## config.mk

```make
export PLATFORM = sky130hd
export DESIGN_NAME = touch_to_relative_mouse
export DESIGN_NICKNAME = d
export VERILOG_FILES = /design/src/hw/rtl/ttrm_pkg.sv /design/src/hw/rtl/ttrm_fifo.sv /design/src/hw/rtl/ttrm_front.sv /design/src/hw/rtl/ttrm_back.sv /design/src/hw/rtl/touch_to_relative_mouse.sv
export SDC_FILE = /design/constraint.sdc
export NUM_CORES = 1
export LEC_CHECK = 0
export BUFFER_PORTS_ARGS = -buffer_cell sky130_fd_sc_hd__buf_2
export CAP_MARGIN = 20
export CORE_ASPECT_RATIO = 0.75
export CORE_MARGIN = 2
export CORE_UTILIZATION = 55
export DETAILED_ROUTE_END_ITERATION = 12
export PLACE_DENSITY_LB_ADDON = 0.3
export RECOVER_POWER = 25
export SETUP_SLACK_MARGIN = 0.5
export SYNTH_ARGS = -nofsm -noshare
export SYNTH_HDL_FRONTEND = slang
export SYNTH_SLANG_ARGS = --single-unit
```

## constraint.sdc

```tcl
create_clock -name clk -period 5.1 [get_ports clk]
set_clock_uncertainty 0.05 [all_clocks]
set_input_delay 0.765 -clock clk [delete_from_list [all_inputs] [get_ports clk]]
set_output_delay 0.765 -clock clk [all_outputs]
set_load 0.02 [all_outputs]
```

## src/hw/rtl/ttrm_pkg.sv

```systemverilog
`timescale 1ns / 1ps

package ttrm_pkg;

  localparam int COORD_BITS_DEF = 12;
  localparam int IN_COORD_W     = 12;
  localparam int QUEUE_DEPTH    = 2;

  localparam int CFG_IDX_W  = 1;
  localparam int CFG_DATA_W = 8;
  localparam int THRESH_W   = 8;
  localparam int GAIN_W     = 4;
  localparam int BTN_W      = 3;
  localparam int MOVE_W     = 8;

  localparam logic [CFG_IDX_W-1:0] REG_CLICK_THRESHOLD = 1'd0;
  localparam logic [CFG_IDX_W-1:0] REG_MOTION_GAIN     = 1'd1;

  localparam logic [THRESH_W-1:0] THRESH_RESET = 8'd3;
  localparam logic [GAIN_W-1:0]   GAIN_RESET   = 4'd3;

  localparam logic [BTN_W-1:0] BTN_NONE = 3'b000;
  localparam logic [BTN_W-1:0] BTN_LEFT = 3'b001;

  typedef enum logic [0:0] {
    CMD_MOVE = 1'b0,
    CMD_TAP  = 1'b1
  } cmd_kind_t;

  typedef struct packed {
    cmd_kind_t         kind;
    logic [MOVE_W-1:0] move_x;
    logic [MOVE_W-1:0] move_y;
  } cmd_t;

  typedef struct packed {
    logic [BTN_W-1:0]  buttons;
    logic [MOVE_W-1:0] move_x;
    logic [MOVE_W-1:0] move_y;
    logic              last_of_run;
  } report_t;

  typedef enum logic [0:0] {
    BK_RUN     = 1'b0,
    BK_RELEASE = 1'b1
  } back_state_t;

endpackage

```

## src/hw/rtl/ttrm_fifo.sv

```systemverilog
`timescale 1ns / 1ps

module ttrm_fifo #(
  parameter int WIDTH = 8,
  parameter int DEPTH = ttrm_pkg::QUEUE_DEPTH
) (
  input  logic             clk,
  input  logic             rst_n,
  input  logic             push,
  output logic             full,
  input  logic [WIDTH-1:0] din,
  input  logic             pop,
  output logic             empty,
  output logic [WIDTH-1:0] dout
);

  localparam int PTR_W = (DEPTH > 1) ? $clog2(DEPTH) : 1;
  localparam int CNT_W = $clog2(DEPTH + 1);
  localparam logic [PTR_W-1:0] PTR_LAST = PTR_W'(DEPTH - 1);
  localparam logic [CNT_W-1:0] CNT_FULL = CNT_W'(DEPTH);

  logic [WIDTH-1:0] slot_r [DEPTH];
  logic [PTR_W-1:0] wr_ptr_r, wr_ptr_nxt;
  logic [PTR_W-1:0] rd_ptr_r, rd_ptr_nxt;
  logic [CNT_W-1:0] count_r, count_nxt;
  logic             do_push;
  logic             do_pop;

  assign full    = (count_r == CNT_FULL);
  assign empty   = (count_r == '0);
  assign do_push = push && !full;
  assign do_pop  = pop && !empty;
  assign dout    = slot_r[rd_ptr_r];

  always_comb begin
    wr_ptr_nxt = wr_ptr_r;
    rd_ptr_nxt = rd_ptr_r;
    count_nxt  = count_r;
    if (do_push) begin
      wr_ptr_nxt = (wr_ptr_r == PTR_LAST) ? '0 : wr_ptr_r + 1'b1;
    end
    if (do_pop) begin
      rd_ptr_nxt = (rd_ptr_r == PTR_LAST) ? '0 : rd_ptr_r + 1'b1;
    end
    if (do_push && !do_pop) begin
      count_nxt = count_r + 1'b1;
    end else if (do_pop && !do_push) begin
      count_nxt = count_r - 1'b1;
    end
  end

  always_ff @(posedge clk) begin
    if (!rst_n) begin
      wr_ptr_r <= '0;
      rd_ptr_r <= '0;
      count_r  <= '0;
    end else begin
      wr_ptr_r <= wr_ptr_nxt;
      rd_ptr_r <= rd_ptr_nxt;
      count_r  <= count_nxt;
    end
  end

  always_ff @(posedge clk) begin
    if (do_push) begin
      slot_r[wr_ptr_r] <= din;
    end
  end

endmodule

```

## src/hw/rtl/ttrm_front.sv

```systemverilog
`timescale 1ns / 1ps

module ttrm_front #(
  parameter int COORD_BITS = ttrm_pkg::COORD_BITS_DEF
) (
  input  logic                                clk,
  input  logic                                rst_n,
  input  logic                                cfg_wr_en,
  input  logic [ttrm_pkg::CFG_IDX_W-1:0]      cfg_index,
  input  logic [ttrm_pkg::CFG_DATA_W-1:0]     cfg_data,
  input  logic                                in_push,
  output logic                                in_full,
  input  logic                                in_touch_present,
  input  logic [ttrm_pkg::IN_COORD_W-1:0]     in_touch_x,
  input  logic [ttrm_pkg::IN_COORD_W-1:0]     in_touch_y,
  output logic                                cmd_push,
  input  logic                                cmd_full,
  output ttrm_pkg::cmd_t                      cmd
);

  localparam int W  = COORD_BITS;
  localparam int MW = ttrm_pkg::MOVE_W;
  localparam int PW = ttrm_pkg::MOVE_W + ttrm_pkg::GAIN_W;

  logic [ttrm_pkg::THRESH_W-1:0] thresh_r, thresh_nxt;
  logic [ttrm_pkg::GAIN_W-1:0]   gain_r, gain_nxt;
  logic [W-1:0] prev_x_r, prev_x_nxt;
  logic [W-1:0] prev_y_r, prev_y_nxt;
  logic [W-1:0] start_x_r, start_x_nxt;
  logic [W-1:0] start_y_r, start_y_nxt;
  logic         in_touch_r, in_touch_nxt;
  logic         tap_pending_r, tap_pending_nxt;

  logic [W+ttrm_pkg::IN_COORD_W-1:0] x_ext, y_ext;
  logic [W-1:0]  x, y;
  logic [MW-1:0] dx, dy;
  logic [PW-1:0] prod_x, prod_y;
  logic [W-1:0]  dist_x, dist_y;
  logic          moved_away;
  logic          accept;

  assign x_ext = {{W{1'b0}}, in_touch_x};
  assign y_ext = {{W{1'b0}}, in_touch_y};
  assign x     = x_ext[W-1:0];
  assign y     = y_ext[W-1:0];

  assign dx     = x[MW-1:0] - prev_x_r[MW-1:0];
  assign dy     = y[MW-1:0] - prev_y_r[MW-1:0];
  assign prod_x = {{ttrm_pkg::GAIN_W{1'b0}}, dx} * {{MW{1'b0}}, gain_r};
  assign prod_y = {{ttrm_pkg::GAIN_W{1'b0}}, dy} * {{MW{1'b0}}, gain_r};

  assign dist_x     = (x >= start_x_r) ? (x - start_x_r) : (start_x_r - x);
  assign dist_y     = (y >= start_y_r) ? (y - start_y_r) : (start_y_r - y);
  assign moved_away = (dist_x > W'(thresh_r)) || (dist_y > W'(thresh_r));

  assign in_full = cmd_full;
  assign accept  = in_push && !cmd_full;

  always_comb begin
    cmd_push    = 1'b0;
    cmd.kind    = ttrm_pkg::CMD_MOVE;
    cmd.move_x  = prod_x[MW-1:0];
    cmd.move_y  = prod_y[MW-1:0];
    if (accept) begin
      if (in_touch_present) begin
        cmd_push = in_touch_r;
      end else begin
        cmd_push = tap_pending_r;
        cmd.kind = ttrm_pkg::CMD_TAP;
      end
    end
  end

  always_comb begin
    thresh_nxt      = thresh_r;
    gain_nxt        = gain_r;
    prev_x_nxt      = prev_x_r;
    prev_y_nxt      = prev_y_r;
    start_x_nxt     = start_x_r;
    start_y_nxt     = start_y_r;
    in_touch_nxt    = in_touch_r;
    tap_pending_nxt = tap_pending_r;
    if (cfg_wr_en) begin
      case (cfg_index)
        ttrm_pkg::REG_CLICK_THRESHOLD: thresh_nxt = cfg_data[ttrm_pkg::THRESH_W-1:0];
        ttrm_pkg::REG_MOTION_GAIN:     gain_nxt   = cfg_data[ttrm_pkg::GAIN_W-1:0];
        default: ;
      endcase
    end
    if (accept) begin
      if (in_touch_present) begin
        prev_x_nxt = x;
        prev_y_nxt = y;
        if (!in_touch_r) begin
          in_touch_nxt    = 1'b1;
          tap_pending_nxt = 1'b1;
          start_x_nxt     = x;
          start_y_nxt     = y;
        end else if (moved_away) begin
          tap_pending_nxt = 1'b0;
        end
      end else begin
        in_touch_nxt    = 1'b0;
        tap_pending_nxt = 1'b0;
      end
    end
  end

  always_ff @(posedge clk) begin
    if (!rst_n) begin
      thresh_r      <= ttrm_pkg::THRESH_RESET;
      gain_r        <= ttrm_pkg::GAIN_RESET;
      prev_x_r      <= '0;
      prev_y_r      <= '0;
      start_x_r     <= '0;
      start_y_r     <= '0;
      in_touch_r    <= 1'b0;
      tap_pending_r <= 1'b0;
    end else begin
      thresh_r      <= thresh_nxt;
      gain_r        <= gain_nxt;
      prev_x_r      <= prev_x_nxt;
      prev_y_r      <= prev_y_nxt;
      start_x_r     <= start_x_nxt;
      start_y_r     <= start_y_nxt;
      in_touch_r    <= in_touch_nxt;
      tap_pending_r <= tap_pending_nxt;
    end
  end

endmodule

```

## src/hw/rtl/ttrm_back.sv

```systemverilog
`timescale 1ns / 1ps

module ttrm_back (
  input  logic              clk,
  input  logic              rst_n,
  input  logic              cmd_empty,
  input  ttrm_pkg::cmd_t    cmd,
  output logic              cmd_pop,
  input  logic              rpt_full,
  output logic              rpt_push,
  output ttrm_pkg::report_t rpt
);

  ttrm_pkg::back_state_t state_r, state_nxt;

  always_comb begin
    state_nxt = state_r;
    case (state_r)
      ttrm_pkg::BK_RUN: begin
        if (!cmd_empty && !rpt_full && cmd.kind == ttrm_pkg::CMD_TAP) begin
          state_nxt = ttrm_pkg::BK_RELEASE;
        end
      end
      ttrm_pkg::BK_RELEASE: begin
        if (!rpt_full) begin
          state_nxt = ttrm_pkg::BK_RUN;
        end
      end
      default: state_nxt = ttrm_pkg::BK_RUN;
    endcase
  end

  always_comb begin
    cmd_pop         = 1'b0;
    rpt_push        = 1'b0;
    rpt.buttons     = ttrm_pkg::BTN_NONE;
    rpt.move_x      = '0;
    rpt.move_y      = '0;
    rpt.last_of_run = 1'b1;
    case (state_r)
      ttrm_pkg::BK_RUN: begin
        rpt_push = !cmd_empty && !rpt_full;
        if (cmd.kind == ttrm_pkg::CMD_TAP) begin
          // press beat first, hold the command for the release beat
          rpt.buttons     = ttrm_pkg::BTN_LEFT;
          rpt.last_of_run = 1'b0;
        end else begin
          rpt.move_x = cmd.move_x;
          rpt.move_y = cmd.move_y;
          cmd_pop    = !cmd_empty && !rpt_full;
        end
      end
      ttrm_pkg::BK_RELEASE: begin
        rpt_push = !rpt_full;
        cmd_pop  = !rpt_full;
      end
      default: ;
    endcase
  end

  always_ff @(posedge clk) begin
    if (!rst_n) begin
      state_r <= ttrm_pkg::BK_RUN;
    end else begin
      state_r <= state_nxt;
    end
  end

endmodule

```

## src/hw/rtl/touch_to_relative_mouse.sv

```systemverilog
`timescale 1ns / 1ps
// Path: a report made from a sample goes through the command queue and then the report
// queue to the out_ ports; the release report of a tap is pushed from BK_RELEASE.
// Throughput: one sample per cycle when in_full is low; a tap release holds ttrm_back.
// Reset: synchronous active-low rst_n clears touch state and empties both queues;
// click_threshold and motion_gain return to 3.
module touch_to_relative_mouse #(
  parameter int COORD_BITS  = ttrm_pkg::COORD_BITS_DEF,
  parameter int QUEUE_DEPTH = ttrm_pkg::QUEUE_DEPTH
) (
  input  logic                              clk,
  input  logic                              rst_n,
  input  logic                              cfg_wr_en,
  input  logic [ttrm_pkg::CFG_IDX_W-1:0]    cfg_index,
  input  logic [ttrm_pkg::CFG_DATA_W-1:0]   cfg_data,
  input  logic                              in_push,
  output logic                              in_full,
  input  logic                              in_touch_present,
  input  logic [ttrm_pkg::IN_COORD_W-1:0]   in_touch_x,
  input  logic [ttrm_pkg::IN_COORD_W-1:0]   in_touch_y,
  output logic                              out_empty,
  input  logic                              out_pop,
  output logic [ttrm_pkg::BTN_W-1:0]        out_buttons,
  output logic signed [ttrm_pkg::MOVE_W-1:0] out_move_x,
  output logic signed [ttrm_pkg::MOVE_W-1:0] out_move_y,
  output logic                              out_last_of_run
);

  localparam int CMD_W = $bits(ttrm_pkg::cmd_t);
  localparam int RPT_W = $bits(ttrm_pkg::report_t);

  logic              cmd_push, cmd_full, cmd_empty, cmd_pop;
  ttrm_pkg::cmd_t    cmd_in, cmd_out;
  logic              rpt_push, rpt_full;
  ttrm_pkg::report_t rpt_in, rpt_out;

  ttrm_front #(
    .COORD_BITS(COORD_BITS)
  ) u_front (
    .clk              (clk),
    .rst_n            (rst_n),
    .cfg_wr_en        (cfg_wr_en),
    .cfg_index        (cfg_index),
    .cfg_data         (cfg_data),
    .in_push          (in_push),
    .in_full          (in_full),
    .in_touch_present (in_touch_present),
    .in_touch_x       (in_touch_x),
    .in_touch_y       (in_touch_y),
    .cmd_push         (cmd_push),
    .cmd_full         (cmd_full),
    .cmd              (cmd_in)
  );

  ttrm_fifo #(
    .WIDTH(CMD_W),
    .DEPTH(QUEUE_DEPTH)
  ) u_cmd_q (
    .clk   (clk),
    .rst_n (rst_n),
    .push  (cmd_push),
    .full  (cmd_full),
    .din   (cmd_in),
    .pop   (cmd_pop),
    .empty (cmd_empty),
    .dout  (cmd_out)
  );

  ttrm_back u_back (
    .clk       (clk),
    .rst_n     (rst_n),
    .cmd_empty (cmd_empty),
    .cmd       (cmd_out),
    .cmd_pop   (cmd_pop),
    .rpt_full  (rpt_full),
    .rpt_push  (rpt_push),
    .rpt       (rpt_in)
  );

  ttrm_fifo #(
    .WIDTH(RPT_W),
    .DEPTH(QUEUE_DEPTH)
  ) u_rpt_q (
    .clk   (clk),
    .rst_n (rst_n),
    .push  (rpt_push),
    .full  (rpt_full),
    .din   (rpt_in),
    .pop   (out_pop),
    .empty (out_empty),
    .dout  (rpt_out)
  );

  assign out_buttons     = rpt_out.buttons;
  assign out_move_x      = rpt_out.move_x;
  assign out_move_y      = rpt_out.move_y;
  assign out_last_of_run = rpt_out.last_of_run;

endmodule
```

After elaboration in Yosys (flattened, before gate mapping)

Memories as Yosys holds them, arrays and structs flattened. A register that Yosys moved wholly into a read port is not among the register bits.
Cells that the tools add are included.

Bits in registers: 63
Latch bits: 0
Memory bits (writable): 74
Bits in read-only memories: 0
Input port bits: 39
Output and inout bits: 22
Logic and storage cells: 108
Memories: 2

Add/sub/neg operators: 14
Multipliers: 2
Divide/modulo/power cells: 0
Magnitude comparators: 4
Equality and inequality tests: 3
Shift-type cells: 0
Multiplexer cells: 36
Bitwise gates (word level): 3
Reductions and logical operators: 29

Memories:

| memory         | words | width | rd ports | clocked after memory_dff | write ports | line            | source |
|---|---|---|---|---|---|---|---|
| u_rpt_q.slot_r | 2     | 20    | 1        | 1                        | 1           | ttrm_fifo.sv:22 | `logic [WIDTH-1:0] slot_r [DEPTH];` |
| u_cmd_q.slot_r | 2     | 17    | 1        | 1                        | 1           | ttrm_fifo.sv:22 |  |

Operators with widths:

| operator                                          | count |
|---|---|
| subtractor 12 bit                                 | 4 |
| 2-to-1 mux 1 bit                                  | 25 |
| >= comparator 12 bit                              | 2 |
| greater-than comparator 12 x 8 -> 1 bit           | 2 |
| 2-to-1 mux 12 bit                                 | 2 |
| 2-to-1 mux 20 bit                                 | 1 |
| multiplier 8 x 4 -> 8 bit                         | 2 |
| 2-to-1 mux 16 bit                                 | 1 |
| subtractor 8 bit                                  | 2 |
| logical AND 1 bit                                 | 11 |
| zero test 1 bit                                   | 8 |
| 2-to-1 mux 2 bit                                  | 4 |
| AND reduction 2 bit                               | 4 |
| one-hot mux 1 bit (2 select lines)                | 3 |
| adder 1 bit (second input constant)               | 4 |
| adder 2 x 1 -> 2 bit (second input constant)      | 2 |
| equality test 2 bit (second input constant)       | 2 |
| zero test 2 bit                                   | 2 |
| nonzero test 2 bit                                | 2 |
| subtractor 2 x 1 -> 2 bit (second input constant) | 2 |
| inequality test 3 bit (second input constant)     | 1 |
| inverter 1 bit                                    | 3 |
| AND reduction 3 bit                               | 1 |
| logical OR 1 bit                                  | 1 |

Logic depth before layout (Yosys ltp)

Depth after elaboration: 9
Mapped depth: 22

Hierarchy

Synthesis repeated with hierarchy kept, for this count alone.

Cell total of the unflattened synthesis: 1074
Area total of the unflattened synthesis: 9810.7 sq um

By module, submodules not included:

| module               | instances | cells an instance | area each (sq um) | sequential area each (sq um) |
|---|---|---|---|---|
| ttrm_front           | 1         | 878               | 6481.2            | 1081.0 |
| ttrm_fifo at u_rpt_q | 1         | 87                | 1670.4            | 1301.2 |
| ttrm_fifo at u_cmd_q | 1         | 78                | 1458.9            | 1121.1 |
| ttrm_back            | 1         | 31                | 200.2             | 20.0 |

Least setup slack after synthesis

No wires, ideal clock.

Kind: in2reg
From: input in_touch_x[0] (netlist name)
To: register u_front.tap_pending_r
Library setup time: 101 ps
Arrival time: 4387 ps
Required time: 4949 ps
Path slack: 562 ps
Stages: 21
Cell sequence: inv_1 -> ha_1 -> inv_1 -> fa_1 -> nand3_1 -> a311oi_2 -> a2111oi_4 -> and2b_1 -> a221o_1 -> a31oi_4 -> o21ai_1 -> a221oi_2 -> xnor2_1 -> ha_1 -> nand4_1 -> a21oi_1 -> a2111oi_0 -> nor2_1 -> nor3_1 -> nand4_1 -> o41ai_1

Cells in the longest elaborated chain, start to end: 6
Elaborated cells on any way between the ends: 8

Ends and longest elaborated chain:

| what                                                             | line                          | source |
|---|---|---|
| from (decl)                                                      | touch_to_relative_mouse.sv:19 | `input logic [ttrm_pkg::IN_COORD_W-1:0] in_touch_x,` |
| subtractor 12 bit / >= comparator 12 bit (equally long branches) | ttrm_front.sv:52              | `assign dist_x = (x >= start_x_r) ? (x - start_x_r) : (start_x_r - x);` |
| 2-to-1 mux 12 bit (*)                                            | ttrm_front.sv:52              |  |
| greater-than comparator 12 x 8 -> 1 bit (*)                      | ttrm_front.sv:54              | `assign moved_away = (dist_x > W'(thresh_r)) \|\| (dist_y > W'(thresh_r));` |
| logical OR 1 bit (*)                                             | ttrm_front.sv:54              |  |
| inequality test 3 bit (no source line) (*)                       | n/a                           |  |
| AND reduction 2 bit (no source line) (*)                         | n/a                           |  |
| to (signal assigned)                                             | ttrm_front.sv:127             | `tap_pending_r <= tap_pending_nxt;` |
| to (decl)                                                        | ttrm_front.sv:32              | `logic tap_pending_r, tap_pending_nxt;` |

Mark *: on every way between the ends. The rest lies on a longest branch, timed or not.
A chain may end at the register's enable or synchronous reset.

Worst setup path in the final report

Ends and elaborated chain as after synthesis.

==> summary.txt <==
Status
  • Status: finished, violations left
  • Failing checks: capacitance limit, slew limit

Setup path
  • WP data required: 5.38 ns
  • R2r endpoint: u_front.tap_pending_r
  • WP buf/inv: 3
  • Worst R2R Path Depth: 20
  • Worst r2r src: u_front.start_x_r[0]
  • Crit path kind: in2reg
  • CP delay by family, top: compound AO/OA/AOI/OAI gates
  • Critical path cell sequence: clkbuf_1 -> clkinvlp_2 -> ha_4 -> inv_4 -> fa_2 -> nand3_2 -> a311oi_2 -> a2111oi_4 -> and2b_1 -> a221o_1 -> a31oi_4 -> o21ai_2 -> a221oi_2 -> xnor2_1 -> ha_1 -> nand2_1 -> nor2_1 -> a2111oi_2 -> nor2_1 -> nor3_1 -> nand4_1 -> o41ai_2
  • Worst path most repeated cell: nor2_1
  • Crit path capture type: register
  • Critical Path Start Type: input pin
  • Critical path's slowest cell: a2111oi_4
  • Critical Path AT: 5.04 ns
  • R2R Setup Slk: 0.58 ns
  • Worst path max stage delay: 0.50 ns
  • CP max FO: 5

Clock tree
  • Hold Buf Count CTS: 0
  • Worst-case clock buffer depth: 2
  • Clock latency on the worst-skew pair: 0.43 ns
  • Clk root buf: clkbuf_16
  • CTS tree: done
  • H-tree levels: 4
  • Num CTS Buffers: 17
  • Clk sink count: 135
  • Clock transition at the registers of the reported paths: 0.07 ns

Place
  • Dpl hpwl: 14100 µm
  • Placed standard-cell area: 9870 µm²
  • Routability congestion estimate: 0.894
  • PortBufs: 58

Detailed routing
  • # DRC: 0
  • Final ANT Viol Nets: 0
  • Via count: 6990
  • WL/cell: 15.4 µm
  • Drt first pass iters: 5
  • Drt initial violations: 481
  • Via density: 5.47
  • WL final: 19700 µm

Cells and area
  • # nets final: 1207
  • N_diodes: 0
  • Fillers: 1365
  • Area grow syn2layout: 13.6%
  • Non-Filler Cell Area, Final: 10600 µm²
  • Layout cell share with drive strength beyond 1: 15.5%

Synth
  • Synth Warn #: 0
  • Syn Area/Cell: 9.45 µm²
  • Asr flop ratio synth: 0%
  • Adder and majority gate portion of the synthesized area: 17.7%
  • Synth cell types: 59
  • Yosys top cell by area: edfxtp_1
  • Area of the mapped netlist: 9370 µm²
  • Seq cells post-synth: 135
  • Simple-Gate Fraction of Synth Area: 14.6%
  • Post-synth top area share: 22.4%
  • Sequential area share after synthesis: 36.3%
  • Post-Syn Instances: 991
  • Compound-gate portion of the synthesized area: 14.1%
  • EDFF count, synth: 70
  • Multiplexer area fraction after synthesis: 5.97%
  • Largest cells by area after synthesis: edfxtp_1 22%, dfxtp_1 14%, ha_1 13%
  • Combinational family with the most area after synthesis: adder cells
  • Xor-xnor portion of the synthesized cell area: 4.86%
  • Primary flip-flop cell chosen by synthesis mapping: edfxtp_1

Floorplan
  • Core region area: 16700 µm²
  • DIE AREA: 18100 µm²
  • Die Ht: 117 µm
  • Row cnt: 41
  • I/O pin total: 61
  • Die width: 155 µm
  • Effective utilization at floorplan: 56.0%

Job
  • Max-Cap Viols: 1

Global route
  • First-pass GRT wire length: 32000 µm
  • All-Layer GR Usage: 22.6%
  • Initial antenna violation count: 0
  • Pin count of the biggest net entering global routing: 67
  • Grt ovf: 0
  • Vias in the first global route: 6575

STA
  • Sum of negative setup slack: 0 ns
  • Fmax: 0.210 GHz
  • Final Hold Vio Count: 0
  • Max Transition Viols Final: 54
  • Slew @ Worst Pin: 2.01 ns
  • Slew Limit Headroom: -34.3%
  • RSZ-0062 raised after global routing: yes
  • Setup Viol. Count Final: 0
  • Final worst path period share: 93.2%
  • Min Tclk post-route: 4.76 ns

Power
  • Overall power: 4.69 mW
  • Clk pwr share: 27.6%
  • PD cells: 441 nW/µm²
  • Logic gate share of total power: 39.2%
  • Max VDD drop: 0.202 mV
  • Sw frac: 36.2%
  • Cell-internal power: 3.00 mW
  • Flop pwr share: 33.1%
  • NetSw: 1.70 mW
  • Lkg Pwr: 4.35 nW

Worst hold path
  • Type of the most critical hold path: reg2reg
  • Hold_sp: u_front.prev_x_r[5]
  • Hold endpoint: u_front.prev_x_r[5]
  • Hold Path Stages: 2
## worst register-to-register path: stages, from the launching register on
cell       delay [ns]
dfxtp_1          0.40
ha_4             0.17
inv_4            0.04
fa_2             0.36
nand3_2          0.10
a311oi_2         0.12
a2111oi_4        0.50
and2b_1          0.25
a221o_1          0.32
a31oi_4          0.21
o21ai_2          0.09
a221oi_2         0.26
xnor2_1          0.11
ha_1             0.34
nand2_1          0.08
nor2_1           0.05
a2111oi_2        0.32
nor2_1           0.09
nor3_1           0.13
nand4_1          0.15
o41ai_2          0.29
## metrics by stage
step | setup WS [ns] | utilization [%] | hold WS, ns | cells
after floorplan | 0.562 | - | 0.393 | 992
after global placement | 0.150 | 59.0 | 0.407 | 1240
after detailed placement | 0.0147 | 59.0 | 0.414 | 1240
after CTS | 0.478 | 62.8 | 0.422 | 1272
after global routing | 0.129 | 63.7 | 0.439 | 1278
final | 0.345 | 63.7 | 0.422 | 1278
## what timing repair did
item,4_1_cts,5_1_grt
pin swaps,1,19
resized for setup,1,34
setup buffers,0,4
endpoints found under the setup margin,3,5
## area by class of cell
| type | count | area, µm² | share of cell area, % |
|---|---|---|---|
| Inverter | 102 | 387 | 3.63 |
| Clock inverter | 15 | 195 | 1.83 |
| Timing Repair Buffer | 84 | 478 | 4.49 |
| Clock buffer | 17 | 425 | 4.00 |
| Sequential cell | 135 | 3400 | 32.0 |
| Multi-Input combinational cell | 710 | 5490 | 51.6 |
| Tap cell | 215 | 269 | 2.53 |
## cells by family (layout without fill, tap and decap cells)
kind of cell | after synthesis | after routing
adder cells (fa/ha/maj) | 118 | 118
flip-flops | 135 | 135
XOR/XNOR | 52 | 52
AND/OR/NAND/NOR | 294 | 294
multiplexers | 53 | 53
buffers and inverters | 147 | 218
AO/OA/AOI/OAI | 191 | 191
other | 1 | 2
## flip-flops by register name, summed over array words and instances, names as in the netlist, named ones only
name,cells
u_rpt_q.slot_r,36
u_cmd_q.slot_r,34
u_front.start_x_r,12
u_front.start_y_r,12
u_front.prev_x_r,8
u_front.prev_y_r,8
u_front.thresh_r,8
u_front.gain_r,4
u_cmd_q.count_r,2
u_rpt_q.count_r,2
u_back.state_r,1
u_cmd_q.rd_ptr_r,1
u_cmd_q.wr_ptr_r,1
u_front.in_touch_r,1
u_front.tap_pending_r,1
u_rpt_q.rd_ptr_r,1
u_rpt_q.wr_ptr_r,1
## cells in the final DEF (no fill, tap or decap), drive strengths merged, types with 30 or more instances in the layout
cell type,n
a21boi,56
a21oi,49
and2,31
buf,78
dfxtp,65
edfxtp,70
ha,94
inv,112
mux2i,30
nand2,139
nor2,44
xnor2,40
## layer usage
metal / share of wire (%) / GRT usage [%]
met4: 0.83 / 5.49
met2: 45 / 35.9
met5: 0 / 0
met1: 49 / 31.8
met3: 5.1 / 4.90
## how the worst max path moves through the flow
| stage | endpoint | from | cells after the start |
|---|---|---|---|
| floorplan | u_front.tap_pending_r | in_touch_x[0] | 21 |
| global placement | u_front.tap_pending_r | in_touch_x[0] | 22 |
| detailed placement | u_front.tap_pending_r | in_touch_x[0] | 22 |
| CTS | u_front.tap_pending_r | in_touch_x[0] | 22 |
| global route | u_front.tap_pending_r | in_touch_x[0] | 22 |
| finish | u_front.tap_pending_r | in_touch_x[0] | 22 |
## Yosys cell counts, types with 11 or more instances
master,number
a21boi_0,55
a21o_1,13
a21oi_1,47
and2_1,31
clkbuf_1,29
dfxtp_1,65
edfxtp_1,70
fa_1,24
ha_1,94
inv_1,102
mux2_2,22
mux2i_1,30
nand2_1,139
nand2b_1,11
nand3_1,15
nand4_1,12
nor2_1,44
nor2b_1,18
o21ai_0,24
xnor2_1,40
xor2_1,12
## power by group through the flow
stage               Combinational, mW  Sequential (mW)  Clock, mW
finish                           1.84             1.56       1.30
global route                     2.07             1.58       1.37
CTS                              1.80             1.56       1.32
detailed placement               1.78             1.58          0
global placement                 1.75             1.57          0
floorplan                        1.40             1.51          0
No activity file was read; power rests on OpenSTA's default activity.
